## src/sv/ctfd_pkg.sv

```systemverilog
// Shared types and constants of the tactile frame demultiplexer.
`default_nettype none
package ctfd_pkg;

	localparam int unsigned TRIANGLES = 16;
	localparam int unsigned SLOTS     = 12;
	localparam int unsigned LO_SLOTS  = 7;

	localparam logic [2:0]  ID_CLASS_TAXEL = 3'd3;
	localparam logic [10:0] ID_DEBUG       = 11'h100;
	localparam logic [3:0]  CARD_FIRST     = 4'd14;
	localparam logic [3:0]  CARD_LAST      = 4'd8;
	localparam logic [7:0]  READING_FILL   = 8'hFF;
	localparam logic [16:0] RECIP3         = 17'd171;

	typedef enum logic [2:0] {
		ST_STORED  = 3'd0,
		ST_DEBUG   = 3'd1,
		ST_ABORT   = 3'd2,
		ST_IGNORED = 3'd3,
		ST_SKIPPED = 3'd4,
		ST_READ    = 3'd5
	} status_t;

	typedef enum logic [2:0] {
		OP_NONE      = 3'd0,
		OP_WR_LO     = 3'd1,
		OP_WR_HI     = 3'd2,
		OP_READ      = 3'd3,
		OP_READ_ZERO = 3'd4
	} op_t;

	// Classified work item handed from front to back (row index travels beside it)
	typedef struct packed {
		op_t         op;
		status_t     status;
		logic        batch_ok;
		logic [3:0]  slot;
		logic [55:0] data;
	} ctfd_cmd_t;

endpackage
`default_nettype wire

```

## src/sv/ctfd_front.sv

```systemverilog
// Front end: classifies frames and reads, tracks the batch state.
`default_nettype none
module ctfd_front
	import ctfd_pkg::*;
#(
	parameter int unsigned CARDS = 7,
	parameter int unsigned ROW_W = 7
) (
	input  wire logic              clk,
	input  wire logic              arst_n,
	input  wire logic              accept,
	input  wire logic              cmd,
	input  wire logic [10:0]       frame_id,
	input  wire logic [63:0]       payload,
	input  wire logic              batch_last,
	input  wire logic [10:0]       read_index,
	output ctfd_cmd_t              item,
	output logic      [ROW_W-1:0]  row
);

	localparam int unsigned DEPTH = CARDS * TRIANGLES * SLOTS;

	logic        ended_q, failed_q;
	logic        ended_d, failed_d;
	logic        ended_step, failed_step;
	logic [3:0]  card, board;
	logic        card_ok;
	logic [16:0] prod;
	logic [7:0]  quot;
	logic [8:0]  rem3;
	logic [3:0]  read_slot;
	logic        in_range;

	// Decode card code into board number
	assign card    = frame_id[7:4];
	assign board   = CARD_FIRST - card;
	assign card_ok = (card >= CARD_LAST) && (card <= CARD_FIRST) && (board < 4'(CARDS));

	// Split read index into row and slot: index / 12 = (index / 4) / 3
	assign prod      = 17'(read_index[10:2]) * RECIP3;
	assign quot      = prod[16:9];
	assign rem3      = read_index[10:2] - (9'({quot, 1'b0}) + 9'(quot));
	assign read_slot = {rem3[1:0], read_index[1:0]};
	assign in_range  = read_index < 11'(DEPTH);

	// Classify the item
	always_comb begin
		item.op       = OP_NONE;
		item.status   = ST_IGNORED;
		item.slot     = '0;
		item.data     = payload[63:8];
		row           = '0;
		ended_step    = ended_q;
		failed_step   = failed_q;
		if (cmd) begin
			item.op     = in_range ? OP_READ : OP_READ_ZERO;
			item.status = ST_READ;
			item.slot   = read_slot;
			row         = ROW_W'(quot);
		end else if (ended_q) begin
			item.status = ST_SKIPPED;
		end else if (frame_id[10:8] == ID_CLASS_TAXEL) begin
			if (card_ok) begin
				item.op     = payload[7] ? OP_WR_HI : OP_WR_LO;
				item.status = ST_STORED;
				row         = ROW_W'({board[2:0], frame_id[3:0]});
			end else begin
				item.status = ST_ABORT;
				ended_step  = 1'b1;
				failed_step = 1'b1;
			end
		end else if (frame_id == ID_DEBUG) begin
			item.status = ST_DEBUG;
			ended_step  = 1'b1;
		end
		item.batch_ok = !failed_step;
	end

	// Drop batch state after the last frame of a batch
	always_comb begin
		ended_d  = ended_step;
		failed_d = failed_step;
		if (!cmd && batch_last) begin
			ended_d  = 1'b0;
			failed_d = 1'b0;
		end
	end

	// Hold batch state
	always_ff @(posedge clk or negedge arst_n) begin
		if (!arst_n) begin
			ended_q  <= 1'b0;
			failed_q <= 1'b0;
		end else if (accept) begin
			ended_q  <= ended_d;
			failed_q <= failed_d;
		end
	end

endmodule
`default_nettype wire

```

## config.mk

```make
export PLATFORM = sky130hd
export DESIGN_NAME = ctfd_front
export DESIGN_NICKNAME = d
export VERILOG_FILES = /design/src/sv/ctfd_pkg.sv /design/src/sv/ctfd_front.sv
export SDC_FILE = /design/constraint.sdc
export NUM_CORES = 1
export LEC_CHECK = 0
export ABC_AREA = 1
export BUFFER_PORTS_ARGS = -buffer_cell sky130_fd_sc_hd__buf_4
export CAP_MARGIN = 5
export CORE_MARGIN = 1
export CORE_UTILIZATION = 43
export CTS_CLUSTER_DIAMETER = 30
export DETAILED_ROUTE_END_ITERATION = 12
export PLACE_DENSITY_LB_ADDON = 0.15
export SETUP_SLACK_MARGIN = 0.02
export SLEW_MARGIN = 25
export SYNTH_ARGS = -nofsm -noshare
export SYNTH_HDL_FRONTEND = slang
export SYNTH_SLANG_ARGS = --single-unit
export TNS_END_PERCENT = 30
```

## constraint.sdc

```tcl
create_clock -name clk -period 5.8 [get_ports clk]
set_input_delay 0.58 -clock clk [delete_from_list [all_inputs] [get_ports clk]]
set_output_delay 0.58 -clock clk [all_outputs]
set_load 0.01 [all_outputs]
```

==> out/qor.yml <==
status:
  status: "complete, no violations"
yosys:
  synth_common_cells: "64 x inv_1, 60 x nand2_1, 56 x buf_4"
  yosysMostFrequentCell: "inv_1"
  syn_area_per_cell_um2: 7.04
  synth_edf_count: 0
  synth_cells: 326
  netlist_top_cells_area: "ha_1 28%, buf_4 18%, fa_1 12%, inv_1 10%, nand2_1 9.8%"
  yosysTopAreaCellShare: 0.278
  syn_area_um2: 2290
  ys_dominant_reg_cell: "dfrtp_1"
  yosysSeqAreaShare: 0.0218
  ys_types: 25
  synthArstFlopShare: 1.00
  ys_ff_latch: 2
  yosysTopAreaCell: "ha_1"
  syn_nets: 482
  synth_warnings: 0
cells_and_area:
  diodes: 0
  final_area_um2: 2330
  syn2layout_area_growth_pct: 1.53
  final_nets: 475
  drive_gt1_frac: 0.183
  fillCellCount: 577
global_route:
  busiest_layer: "met2"
  antenna_found_initial: 0
  use_met3: 0.0321
  grt_overflow: 0
  grtUsageMet2: 0.286
  grt_max_degree: 10
  use_met1: 0.211
  grt_use_total: 0.165
  first_global_vias: 1797
  grt_pass1_wl_mm: 7.34
timing:
  setup_viol: 0
  relSlewSlack: 0.775
  finalHoldViolations: 0
  period_needed_ns: 5.08
  finalSetupTns_ns: 0
  min_period_over_period: 0.876
  drv_slew: 0
  finalClockSkew_ns: 0.00179
  worst_slew_pin_slew_ns: 0.337
  rsz0062_at_grt: "no"
  fmax_ghz: 0.197
floorplan:
  start_util: 0.449
  die_w_um: 75.0
  core_area_um2: 5110
  die_h_um: 75.0
  core.rowCount: 26
  dieArea_um2: 5630
  io_pins: 165
clock_network:
  post_cts_buffers: 0
  clkTransAtPathRegs_ns: 0.03
  tritoncts: "done"
  cts_max_level: 1
  cts-resized-gates: 0
  hold_buffers: 0
  cts_sinks: 2
  clock_latency_ns: 0.21
  cts_buffer_depth: 2
  clock-root-buffer: "clkbuf_8"
  numCtsBuffers: 3
placed_design:
  postPlaceCellArea_um2: 2290
  port_buffers: 45
  gp_congestion: 0.810
  dp.final_hpwl_mm: 3.79
critical_path:
  path_class: "input port to primary output"
  critPathRequiredTime_ns: 5.22
  critPathLaunchType: "input port"
  arrival_ns: 4.50
  crit_fanout: 7
  crit_path_end_kind: "primary output"
detailed_routing:
  viasPerCell: 4.68
  wl_per_cell_um: 11.1
  ant_nets: 0
  wl_mm: 4.31
  vias: 1812
  drc_errors: 0
  drtIter0Drc: 40
  drt_pre_antenna_iters: 4
power_and_ir_drop:
  p_per_area_nw_per_um2: 271
  p_leak_nw: 1.39
  peakVddDrop_v: 0.000103
run:
  max_cap_violations: 0
hold_path:
  min_path_type: "input port to asynchronous set/reset pin"
## per-layer routing
layer	vias to the layer above	part of all wire	wire length [um]
met5	-	0	0
met4	0	0.0056	24
met3	10	0.048	206
met2	45	0.49	2110
met1	816	0.46	1970
li1	941	-	-
## layout by cell type, fill, tap and decap left out
cell / n
o21ai_0: 8
inv_2: 1
nand4_1: 1
xor2_1: 1
nand2_1: 60
dfrtp_1: 2
o2111ai_1: 2
inv_1: 64
clkbuf_8: 3
nor4_1: 1
nand2_2: 9
nand3_1: 12
nand3b_1: 1
nor3b_1: 1
o21a_1: 1
nor2_1: 18
o21bai_1: 3
o22ai_1: 1
buf_4: 45
ha_1: 51
nor3_1: 1
xnor2_1: 5
fa_1: 14
a21oi_1: 11
a31oi_1: 1
## state kept, by name (all words and copies together), names as in the netlist
signal,flops
ended_q,1
failed_q,1
## metrics by stage
step	hold slack, ns	total power [mW]	std cells	util	setup WS (ns)
final	0.148	0.632	387	0.456	0.722
after CTS	0.144	0.642	387	0.456	0.696
after floorplan	0.284	0.462	326	-	1.12
after global placement	0.364	0.581	384	0.448	0.733
after detailed placement	0.365	0.583	384	0.448	0.703
after global routing	0.140	0.733	387	0.456	0.417
## where the power goes
part / total, mW / leakage, nW / internal, mW / switching [mW]
clock: 0.0537 / 0.0216 / 0.0438 / 0.00996
combinational: 0.562 / 1.35 / 0.240 / 0.322
sequential: 0.0157 / 0.0273 / 0.0150 / 0.000750
total: 0.632 / 1.39 / 0.299 / 0.332
## logic make-up after synthesis
kind of cell	Yosys count	share of synthesized area
DFF	2	0.0218
AOI/OAI and AO/OA	27	0.0677
adders and majority gates	65	0.400
xor gates and xnor gates	6	0.0229
and+or+nand+nor	104	0.193
buffers and inverters	122	0.295
## worst paths after layout
path	slack (ns)	cells after the start	start	to
max in group asynchronous	5.56	1	arst_n	failed_q$_DFFE_PN0P_
worst min-delay path	0.15	1	arst_n	ended_q$_DFFE_PN0P_
worst max-delay path	0.72	20	read_index[3]	item[58]
min in group clk	0.54	1	ended_q$_DFFE_PN0P_	ended_q$_DFFE_PN0P_
worst max register to register	4.82	5	ended_q$_DFFE_PN0P_	failed_q$_DFFE_PN0P_
worst min register to register	0.54	1	ended_q$_DFFE_PN0P_	ended_q$_DFFE_PN0P_
## cell type report
class | instances | area, um2 | area share
Inverter | 65 | 244 | 0.105
Sequential cell | 2 | 50.0 | 0.0215
Clock buffer | 3 | 41.3 | 0.0177
Tap cell | 70 | 87.6 | 0.0376
Multi-Input combinational cell | 202 | 1570 | 0.673
Timing Repair Buffer | 45 | 338 | 0.145
## worst max-delay path, cell delays in order
cell and delay (ns):
buf_4 0.15, ha_1 0.33, fa_1 0.49, fa_1 0.55, inv_1 0.06, fa_1 0.52, inv_1 0.04, ha_1 0.31
nand2_1 0.10, a21oi_1 0.04, nor2_1 0.19, nand2_2 0.12, nand2_2 0.07, nand2_2 0.06, xnor2_1 0.18, inv_1 0.06
ha_1 0.28, xnor2_1 0.16, nor2_1 0.06, buf_4 0.14
Note: power is estimated with default switching activity, not from simulation.
