`config.mk`:
```
export PLATFORM = sky130hd
export DESIGN_NAME = ctfd_queue
export DESIGN_NICKNAME = d
export VERILOG_FILES = /design/src/sv/ctfd_pkg.sv /design/src/sv/ctfd_queue.sv
export SDC_FILE = /design/constraint.sdc
export NUM_CORES = 1
export LEC_CHECK = 0
export ABC_AREA = 1
export BUFFER_PORTS_ARGS = -buffer_cell sky130_fd_sc_hd__buf_2
export CELL_PAD_IN_SITES_DETAIL_PLACEMENT = 0
export CELL_PAD_IN_SITES_GLOBAL_PLACEMENT = 1
export CORE_MARGIN = 2
export CORE_UTILIZATION = 39
export CTS_BUF_LIST = sky130_fd_sc_hd__clkbuf_8 sky130_fd_sc_hd__clkbuf_16
export DETAILED_ROUTE_END_ITERATION = 7
export PLACE_DENSITY = 0.81
export SLEW_MARGIN = 0
export SYNTH_ARGS = -nofsm -noshare
export SYNTH_HDL_FRONTEND = slang
export SYNTH_SLANG_ARGS = --single-unit
```
`constraint.sdc`:
```
create_clock -name clk -period 1.3 [get_ports clk]
set_input_delay 0.195 -clock clk [delete_from_list [all_inputs] [get_ports clk]]
set_output_delay 0.195 -clock clk [all_outputs]
set_load 0.01 [all_outputs]
```
`src/sv/ctfd_pkg.sv`:
```
// Shared types and constants of the tactile frame demultiplexer.
`default_nettype none
package ctfd_pkg;

	localparam int unsigned TRIANGLES = 16;
	localparam int unsigned SLOTS     = 12;
	localparam int unsigned LO_SLOTS  = 7;

	localparam logic [2:0]  ID_CLASS_TAXEL = 3'd3;
	localparam logic [10:0] ID_DEBUG       = 11'h100;
	localparam logic [3:0]  CARD_FIRST     = 4'd14;
	localparam logic [3:0]  CARD_LAST      = 4'd8;
	localparam logic [7:0]  READING_FILL   = 8'hFF;
	localparam logic [16:0] RECIP3         = 17'd171;

	typedef enum logic [2:0] {
		ST_STORED  = 3'd0,
		ST_DEBUG   = 3'd1,
		ST_ABORT   = 3'd2,
		ST_IGNORED = 3'd3,
		ST_SKIPPED = 3'd4,
		ST_READ    = 3'd5
	} status_t;

	typedef enum logic [2:0] {
		OP_NONE      = 3'd0,
		OP_WR_LO     = 3'd1,
		OP_WR_HI     = 3'd2,
		OP_READ      = 3'd3,
		OP_READ_ZERO = 3'd4
	} op_t;

	// Classified work item handed from front to back (row index travels beside it)
	typedef struct packed {
		op_t         op;
		status_t     status;
		logic        batch_ok;
		logic [3:0]  slot;
		logic [55:0] data;
	} ctfd_cmd_t;

endpackage
`default_nettype wire

```
`src/sv/ctfd_queue.sv`:
```
// Two-entry queue between the front and back ends.
`default_nettype none
module ctfd_queue
	import ctfd_pkg::*;
#(
	parameter int unsigned WIDTH = 8
) (
	input  wire logic             clk,
	input  wire logic             arst_n,
	input  wire logic             push,
	input  wire logic [WIDTH-1:0] wdata,
	input  wire logic             pop,
	output logic                  full,
	output logic                  empty,
	output logic      [WIDTH-1:0] rdata
);

	logic [WIDTH-1:0] entry_q [2];
	logic             wr_ptr_q, rd_ptr_q;
	logic [1:0]       cnt_q;

	assign full  = cnt_q == 2'd2;
	assign empty = cnt_q == 2'd0;
	assign rdata = entry_q[rd_ptr_q];

	// Store entries
	always_ff @(posedge clk) begin
		if (push) begin
			entry_q[wr_ptr_q] <= wdata;
		end
	end

	// Advance pointers and count
	always_ff @(posedge clk or negedge arst_n) begin
		if (!arst_n) begin
			wr_ptr_q <= 1'b0;
			rd_ptr_q <= 1'b0;
			cnt_q    <= 2'd0;
		end else begin
			if (push) begin
				wr_ptr_q <= !wr_ptr_q;
			end
			if (pop) begin
				rd_ptr_q <= !rd_ptr_q;
			end
			cnt_q <= cnt_q + 2'(push) - 2'(pop);
		end
	end

endmodule
`default_nettype wire

```
==> out/qor.json, run 1 <==
{
  "result_of_the_run": "complete, no violations",
  "areaGrowthSynthToFinish_pct": 29.22,
  "met3_usage_pct": 2.679,
  "yosys_warnings": 0,
  "post-route-drc-count": 0,
  "grt_start_max_net_pins": 13,
  "tightest_slew_ns": 0.3220,
  "rsz0062_at_grt": "yes",
  "num_rows": 16,
  "final_period_minus_worst_setup_slack_ns": 1.298,
  "yosysSeqAreaShare_pct": 69.88,
  "maxCapViolations": 0,
  "final_core_util_pct": 54.17,
  "nNetsFinal": 110,
  "timing.critical_path.fanout_max": 8,
  "finalClockSkew_ns": 0.002086,
  "drt-wirelength-per-cell_um": 9.746,
  "syn-mean-instance-area_um2": 12.40,
  "clock_sinks": 20,
  "combinationalPowerShare_pct": 34.2,
  "ioPinCount": 22,
  "critical_path.max_stage_delay_ns": 0.44,
  "yosys_register_bits": 20,
  "post_detailed_routing_wire_length_mm": 1.189,
  "crit_path_start_kind": "flop",
  "worst_ep_arrival_time_ns": 1.10,
  "ranking_of_synthesized_cells_by_area": "edfxtp_1 (58%), dfrtp_1 (12%), inv_1 (6.8%)",
  "die_w_um": 50.16,
  "avgViaCountPerCell": 4.139,
  "worst_setup_hold_path_clk_slew_ns": 0.07,
  "net-switching-power_w": 0.0007179,
  "die_area_um2": 2516,
  "synth_largest_type_area_fraction_pct": 57.83,
  "floorplan.initialDensity_pct": 41.92,
  "vias": 505,
  "mostFrequentLayoutCells": "buf_2 (21), edfxtp_1 (16), inv_1 (15), nand2_1 (14), o21ai_2 (6)",
  "path_buf_inv": 2,
  "syn-num-nets": 81,
  "grt_antenna_before_repair": 0,
  "timing.critical_path.max_delay_family": "flip-flops",
  "global_route.peak_usage_layer": "met2",
  "synth.cell_area_um2": 830.8,
  "met2_usage_pct": 18.20,
  "tritoncts_clock_tree": "yes",
  "timing.slew.headroom_pct": 78.51,
  "layout.cell_area.non_filler_um2": 1074,
  "count_of_nets_left_with_antenna_violations_after_detail_routing": 0,
  "detailedRoute.firstIterationViolations": 6,
  "place_area_um2": 945.9,
  "endpoint_kind": "primary output",
  "p_int_w": 0.001649,
  "place_congestion": 0.7033,
  "hpwl_um": 811.3,
  "grt.total_usage_pct": 11.20,
  "cts_root_buffer": "clkbuf_8",
  "path_cells": "buf_6 -> o21ai_1 -> buf_2",
  "design.core.area_um2": 1982,
  "fmaxAchievable_mhz": 770.5,
  "detail_route.first_pass.iterations": 4,
  "slowest_cell_on_the_critical_path": "dfrtp_2",
  "worstSkewPairLatency_ns": 0.25,
  "grt.overflow.total": 0,
  "worstHoldPathType": "primary input to flop",
  "pwr-share-seq_pct": 40.3,
  "worstSetupPathType": "flop to primary output",
  "vdd_ir_drop_max_mv": 0.9642,
  "timing_hold_violations_final": 0,
  "port-buffer-count": 21,
  "setup_viol_count_final": 0,
  "first_global_vias": 479,
  "clock_tree.htree_level_count": 1,
  "final.period_utilization_pct": 99.83,
  "post_route_cells_drive_above_1_share_pct": 37.89,
  "count_of_inserted_antenna_diode_cells": 0,
  "p_leak_nw": 0.5078,
  "cts_inserted_buffers": 3,
  "synth_top_area_cell": "edfxtp_1",
  "clock_power_share_pct": 25.5,
  "powerDensity_nw_per_um2": 2205,
  "grt_first_pass_wirelength_mm": 2.104,
  "maxSlewViolCount": 0,
  "switching_share_pct": 30.33,
  "worst-endpoint-required_ns": 1.11,
  "gr-usage-met1_pct": 15.08,
  "commonest_non_fill_non_tap_cell_in_the_layout": "buf_2",
  "die-height_um": 50.16,
  "number_of_instances_in_the_synthesized_netlist": 67,
  "synthDistinctLibCells": 12,
  "cts.path.max_buffers": 2
}
## registers in the layout (all words and copies together), names as in the netlist
signal / flops
rd_ptr_q: 1
wr_ptr_q: 1
cnt_q: 2
entry_q: 16
## metrics by stage
step	std cells	setup slack, ns	hold WS [ns]	TNS (ns)	power [W]
after floorplan	67	0.1562	-0.1006	0	0.001473
after global placement	114	0.1045	0.007126	0	0.001603
after detailed placement	114	0.07128	0.008212	0	0.001622
after CTS	122	0.0003272	0.1257	0	0.002333
after global routing	122	-0.04328	0.1179	-0.2762	0.002540
final	122	0.002186	0.1298	0	0.002367
## cell usage after synthesis (all sizes together)
cell type	instances
ha	2
dfrtp	4
buf	2
nand3	1
inv	15
edfxtp	16
o21ai	8
nor2	3
xor2	2
nand2	14
## power by group through the flow
stage / combinational, W / clock [W] / sequential, W
2_1_floorplan: 0.000538 / 0 / 0.000935
3_3_place_gp: 0.000591 / 0 / 0.00101
3_5_place_dp: 0.000598 / 0 / 0.00102
4_1_cts: 0.000774 / 0.000613 / 0.000945
5_1_grt: 0.000924 / 0.000641 / 0.000975
6_report: 0.000810 / 0.000602 / 0.000954
## worst reg2reg max path, delay by kind of cell, from the launching register on
family,cells,cell delay [ns]
adder cells (fa/ha/maj),2,0.44
flip-flops,1,0.37
AND/OR/NAND/NOR,2,0.13
buffers and inverters,2,0.09
## cells by family after synthesis
group | synth area share [%]
flip-flops | 69.88
AND/OR/NAND/NOR | 8.282
buffers and inverters | 10.54
AO/OA/AOI/OAI | 6.175
XOR/XNOR | 2.109
adder cells (fa/ha/maj) | 3.012
## worst paths after layout
path                                      end  slack, ns      from  depth (start not counted)
worst max-delay path                 rdata[3]      0.002  rd_ptr_q                          3
worst min-delay path            entry_q[0][5]       0.13  wdata[5]                          1
worst max register to register       cnt_q[1]       0.18  cnt_q[0]                          6
worst min register to register       wr_ptr_q       0.50  wr_ptr_q                          1
max in group asynchronous            rd_ptr_q       0.90    arst_n                          2
min in group asynchronous            wr_ptr_q       0.27    arst_n                          2
## cell type report
type	count	area (um^2)
Sequential cell	20	581.8
Fill cell	175	908.4
Clock inverter	1	30.03
Inverter	15	56.30
Tap cell	27	33.78
Clock buffer	3	41.29
Timing Repair Buffer	26	156.4
Multi-Input combinational cell	30	173.9
## timing repair
item | in CTS | in global routing
hold buffers | 1 | 0
resized for setup | 6 | 6
endpoints found under the hold margin | 4 | 0
buffers inserted | 3 | 0
pin swaps | 0 | 3
setup endpoints to repair | 8 | 8
## layer usage
metal  share of wire [%]  wire length [um]
met1                  45               532
met2                  51               607
met3                 4.1                49
met4                   0                 0
met5                   0                 0
No activity file was read; power rests on OpenSTA's default activity.
==> run 2, diff against run 1 <==
--- a/config.mk
+++ b/config.mk
@@ -7,13 +7,13 @@
 export LEC_CHECK = 0
 export ABC_AREA = 1
 export BUFFER_PORTS_ARGS = -buffer_cell sky130_fd_sc_hd__buf_2
-export CELL_PAD_IN_SITES_DETAIL_PLACEMENT = 0
-export CELL_PAD_IN_SITES_GLOBAL_PLACEMENT = 1
+export CELL_PAD_IN_SITES_DETAIL_PLACEMENT = 2
+export CELL_PAD_IN_SITES_GLOBAL_PLACEMENT = 2
 export CORE_MARGIN = 2
-export CORE_UTILIZATION = 39
+export CORE_UTILIZATION = 32
 export CTS_BUF_LIST = sky130_fd_sc_hd__clkbuf_8 sky130_fd_sc_hd__clkbuf_16
 export DETAILED_ROUTE_END_ITERATION = 7
-export PLACE_DENSITY = 0.81
+export PLACE_DENSITY = 0.8
 export SLEW_MARGIN = 0
 export SYNTH_ARGS = -nofsm -noshare
 export SYNTH_HDL_FRONTEND = slang
==> run 2 against run 1 <==
The flow now finishes with violations (setup timing); non-clock buffer count increased by 1; combinational power increased by 13%; global-route usage increased by 4.1 points; critical endpoint is now rdata[5]; largest cell class unchanged; largest power group unchanged.
==> out/qor.json, run 2 (same netlist as run 1, synthesis figures left out) <==
{
  "grt_start_max_net_pins": {"value": 12, "change": "-1"},
  "maxCapViolations": {"value": 0, "change": "unchanged"},
  "die_area": {"value": 3020, "unit": "um^2", "change": "+20%"},
  "grt_first_pass_wirelength": {"value": 2.973, "unit": "mm", "change": "+41%"},
  "final_period_minus_worst_setup_slack": {"value": 1.316, "unit": "ns", "change": "+0.01841 ns"},
  "finalClockSkew": {"value": 0.002346, "unit": "ns", "change": "+0.0002601 ns"},
  "floorplan.initialDensity": {"value": 33.54, "unit": "%", "change": "-8.4 points"},
  "ioPinCount": {"value": 22, "change": "unchanged"},
  "design.core.area": {"value": 2477, "unit": "um^2", "change": "+25%"},
  "areaGrowthSynthToFinish_pct": 29.52,
  "clock_tree.htree_level_count": {"value": 1, "change": "unchanged"},
  "cts_root_buffer": "clkbuf_8",
  "maxSlewViolCount": {"value": 0, "change": "unchanged"},
  "port-buffer-count": {"value": 21, "change": "unchanged"},
  "timing.critical_path.fanout_max": {"value": 8, "change": "unchanged"},
  "tritoncts_clock_tree": "yes",
  "grt.total_usage": {"value": 15.27, "unit": "%", "change": "+4.1 points"},
  "worst-endpoint-required": {"value": 1.11, "unit": "ns", "change": "about the same"},
  "count_of_inserted_antenna_diode_cells": {"value": 0, "change": "unchanged"},
  "drt-wirelength-per-cell": {"value": 14.74, "unit": "um", "change": "+51%"},
  "net-switching-power": {"value": 0.0008166, "unit": "W", "change": "+14%"},
  "first_global_vias": {"value": 624, "change": "+30%"},
  "rsz0062_at_grt": "yes",
  "p_leak": {"value": 0.5042, "unit": "nW", "change": "-0.72%"},
  "post_detailed_routing_wire_length": {"value": 1.857, "unit": "mm", "change": "+56%"},
  "detail_route.first_pass.iterations": {"value": 2, "change": "-2"},
  "worst_slack": {"value": -0.01623, "unit": "ns", "change": "-0.01841 ns"},
  "layout.cell_area.non_filler": {"value": 1076, "unit": "um^2", "change": "+0.23%"},
  "worst_setup_hold_path_clk_slew": {"value": 0.07, "unit": "ns", "change": "about the same"},
  "nNetsFinal": {"value": 111, "change": "+0.91%"},
  "worstHoldPathType": "primary input to flop",
  "hpwl": {"value": 1.184, "unit": "mm", "change": "+46%"},
  "vias": {"value": 573, "change": "+13%"},
  "worstSkewPairLatency": {"value": 0.25, "unit": "ns", "change": "about the same"},
  "endpoint_kind": "primary output",
  "grt.overflow.total": {"value": 0, "change": "unchanged"},
  "commonest_non_fill_non_tap_cell_in_the_layout": "buf_2",
  "clock_sinks": {"value": 20, "change": "unchanged"},
  "cts_inserted_buffers": {"value": 3, "change": "unchanged"},
  "detailedRoute.firstIterationViolations": {"value": 3, "change": "-3"},
  "crit_path_start_kind": "flop",
  "post_route_cells_drive_above_1_share": {"value": 42.71, "unit": "%", "change": "+4.8 points"},
  "totalNegativeSetupSlack": {"value": -0.05186, "unit": "ns", "change": "-0.05186 ns"},
  "final.period_utilization": {"value": 101.2, "unit": "%", "change": "+1.4 points"},
  "worst_ep_arrival_time": {"value": 1.12, "unit": "ns", "change": "+0.02 ns"},
  "r2r_slack": {"value": 0.09, "unit": "ns", "change": "-0.09 ns"},
  "place_area": {"value": 949.7, "unit": "um^2", "change": "+0.40%"},
  "clock_power_share": {"value": 17.6, "unit": "%", "change": "-7.9 points"},
  "powerDensity": {"value": 2144, "unit": "nW/um^2", "change": "-2.8%"},
  "result_of_the_run": "finished, violations left",
  "count_of_nets_left_with_antenna_violations_after_detail_routing": {"value": 0, "change": "unchanged"},
  "mostFrequentLayoutCells": "buf_2 (21), edfxtp_1 (16), inv_1 (15), nand2_1 (10), o21ai_2 (7)",
  "worstSetupPathType": "flop to primary output",
  "largest-register": "entry_q",
  "setup_viol_count_final": {"value": 5, "change": "+5"},
  "largestRegisters": "entry_q x16, cnt_q x2",
  "p_int": {"value": 0.001490, "unit": "W", "change": "-9.6%"},
  "largest_register_ff_count": {"value": 16, "change": "unchanged"},
  "final_core_util": {"value": 43.43, "unit": "%", "change": "-11 points"},
  "die-height": {"value": 54.96, "unit": "um", "change": "+9.6%"},
  "switching_share": {"value": 35.40, "unit": "%", "change": "+5.1 points"},
  "timing_hold_violations_final": {"value": 0, "change": "unchanged"},
  "avgViaCountPerCell": {"value": 4.548, "change": "+9.9%"},
  "placement.setup.worst_slack": {"value": 0.04253, "unit": "ns", "change": "-0.02874 ns"},
  "die_w": {"value": 54.96, "unit": "um", "change": "+9.6%"},
  "combinationalPowerShare": {"value": 39.8, "unit": "%", "change": "+5.6 points"},
  "failed_checks": "setup timing",
  "place_congestion": {"value": 0.6310, "change": "-10%"},
  "vdd_ir_drop_max": {"value": 1.026, "unit": "mV", "change": "+6.4%"},
  "cts.path.max_buffers": {"value": 2, "change": "unchanged"},
  "fmaxAchievable": {"value": 759.7, "unit": "MHz", "change": "-1.4%"},
  "timing.slew.headroom": {"value": 77.18, "unit": "%", "change": "-1.3 points"},
  "grt_antenna_before_repair": {"value": 0, "change": "unchanged"},
  "pwr-share-seq": {"value": 42.6, "unit": "%", "change": "+2.3 points"},
  "tightest_slew": {"value": 0.3419, "unit": "ns", "change": "+0.01988 ns"},
  "num_rows": {"value": 18, "change": "+2"},
  "post-route-drc-count": {"value": 0, "change": "unchanged"},
  "fill_cells": {"value": 271, "change": "+55%"}
}
==> run 2: cell count changes in the layout (fill, tap and decap cells not counted), sizes merged <==
cell and delta:
buf +1, bufinv -1, clkinv +1
==> run 2: path summary, 6_finish.rpt <==
path | from | endpoint | cells past startpoint
setup / recovery | rd_ptr_q | rdata[5] | 3
hold / removal | wdata[4] | entry_q[1][4] | 1
setup reg to reg | cnt_q[0] | cnt_q[1] | 6
hold reg to reg | wr_ptr_q | wr_ptr_q | 1
max in group asynchronous | arst_n | rd_ptr_q | 2
min in group asynchronous | arst_n | rd_ptr_q | 2
==> run 2: power by group through the flow <==
stage | logic (W) | registers (W) | clock network, W
floorplan | 0.000538 | 0.000935 | 0
global placement | 0.000595 | 0.00102 | 0
detailed placement | 0.000625 | 0.00104 | 0
CTS | 0.000849 | 0.000966 | 0.000426
global route | 0.00103 | 0.00100 | 0.000451
finish | 0.000917 | 0.000983 | 0.000406
==> run 2: worst max-delay path: stages, from the launching register on <==
cell	delay, ns
dfrtp_2	0.46
buf_8	0.16
o21ai_2	0.11
buf_2	0.14
==> run 2: area by class of cell <==
cell class	count	area, um^2	area share (%)
clock buffer	3	41.29	3.837
clock inverter	1	3.754	0.3488
inverter	15	56.30	5.233
multi-input combinational	30	187.7	17.44
sequential	20	581.8	54.07
tap	30	37.54	3.488
timing repair buffer	27	167.7	15.58
==> run 2: repair_timing <==
| action | 4_1_cts | 5_1_grt |
|---|---|---|
| hold buffers | 1 | 0 |
| pin swaps | 1 | 6 |
| hold endpoints to repair | 4 | 0 |
| buffers inserted | 4 | 0 |
| endpoints found under the setup margin | 8 | 8 |
| gates resized for setup | 7 | 11 |
==> run 2: per-layer routing <==
layer | share of wire, % | vias up | track usage, %
met5 | 0 | - | 0
met4 | 2.3 | 0 | 12.60
met3 | 2.6 | 4 | 2.688
met2 | 55 | 13 | 26.19
met1 | 40 | 286 | 16.26
li1 | - | 270 | -
==> run 2: stage by stage <==
stage / total power (W) / instances / hold slack [ns]
5_1_grt: 0.002486 / 126 / 0.1170
3_3_place_gp: 0.001612 / 117 / 0.008232
2_1_floorplan: 0.001473 / 67 / -0.1006
6_report: 0.002307 / 126 / 0.1315
4_1_cts: 0.002241 / 126 / 0.1230
3_5_place_dp: 0.001663 / 117 / 0.01080
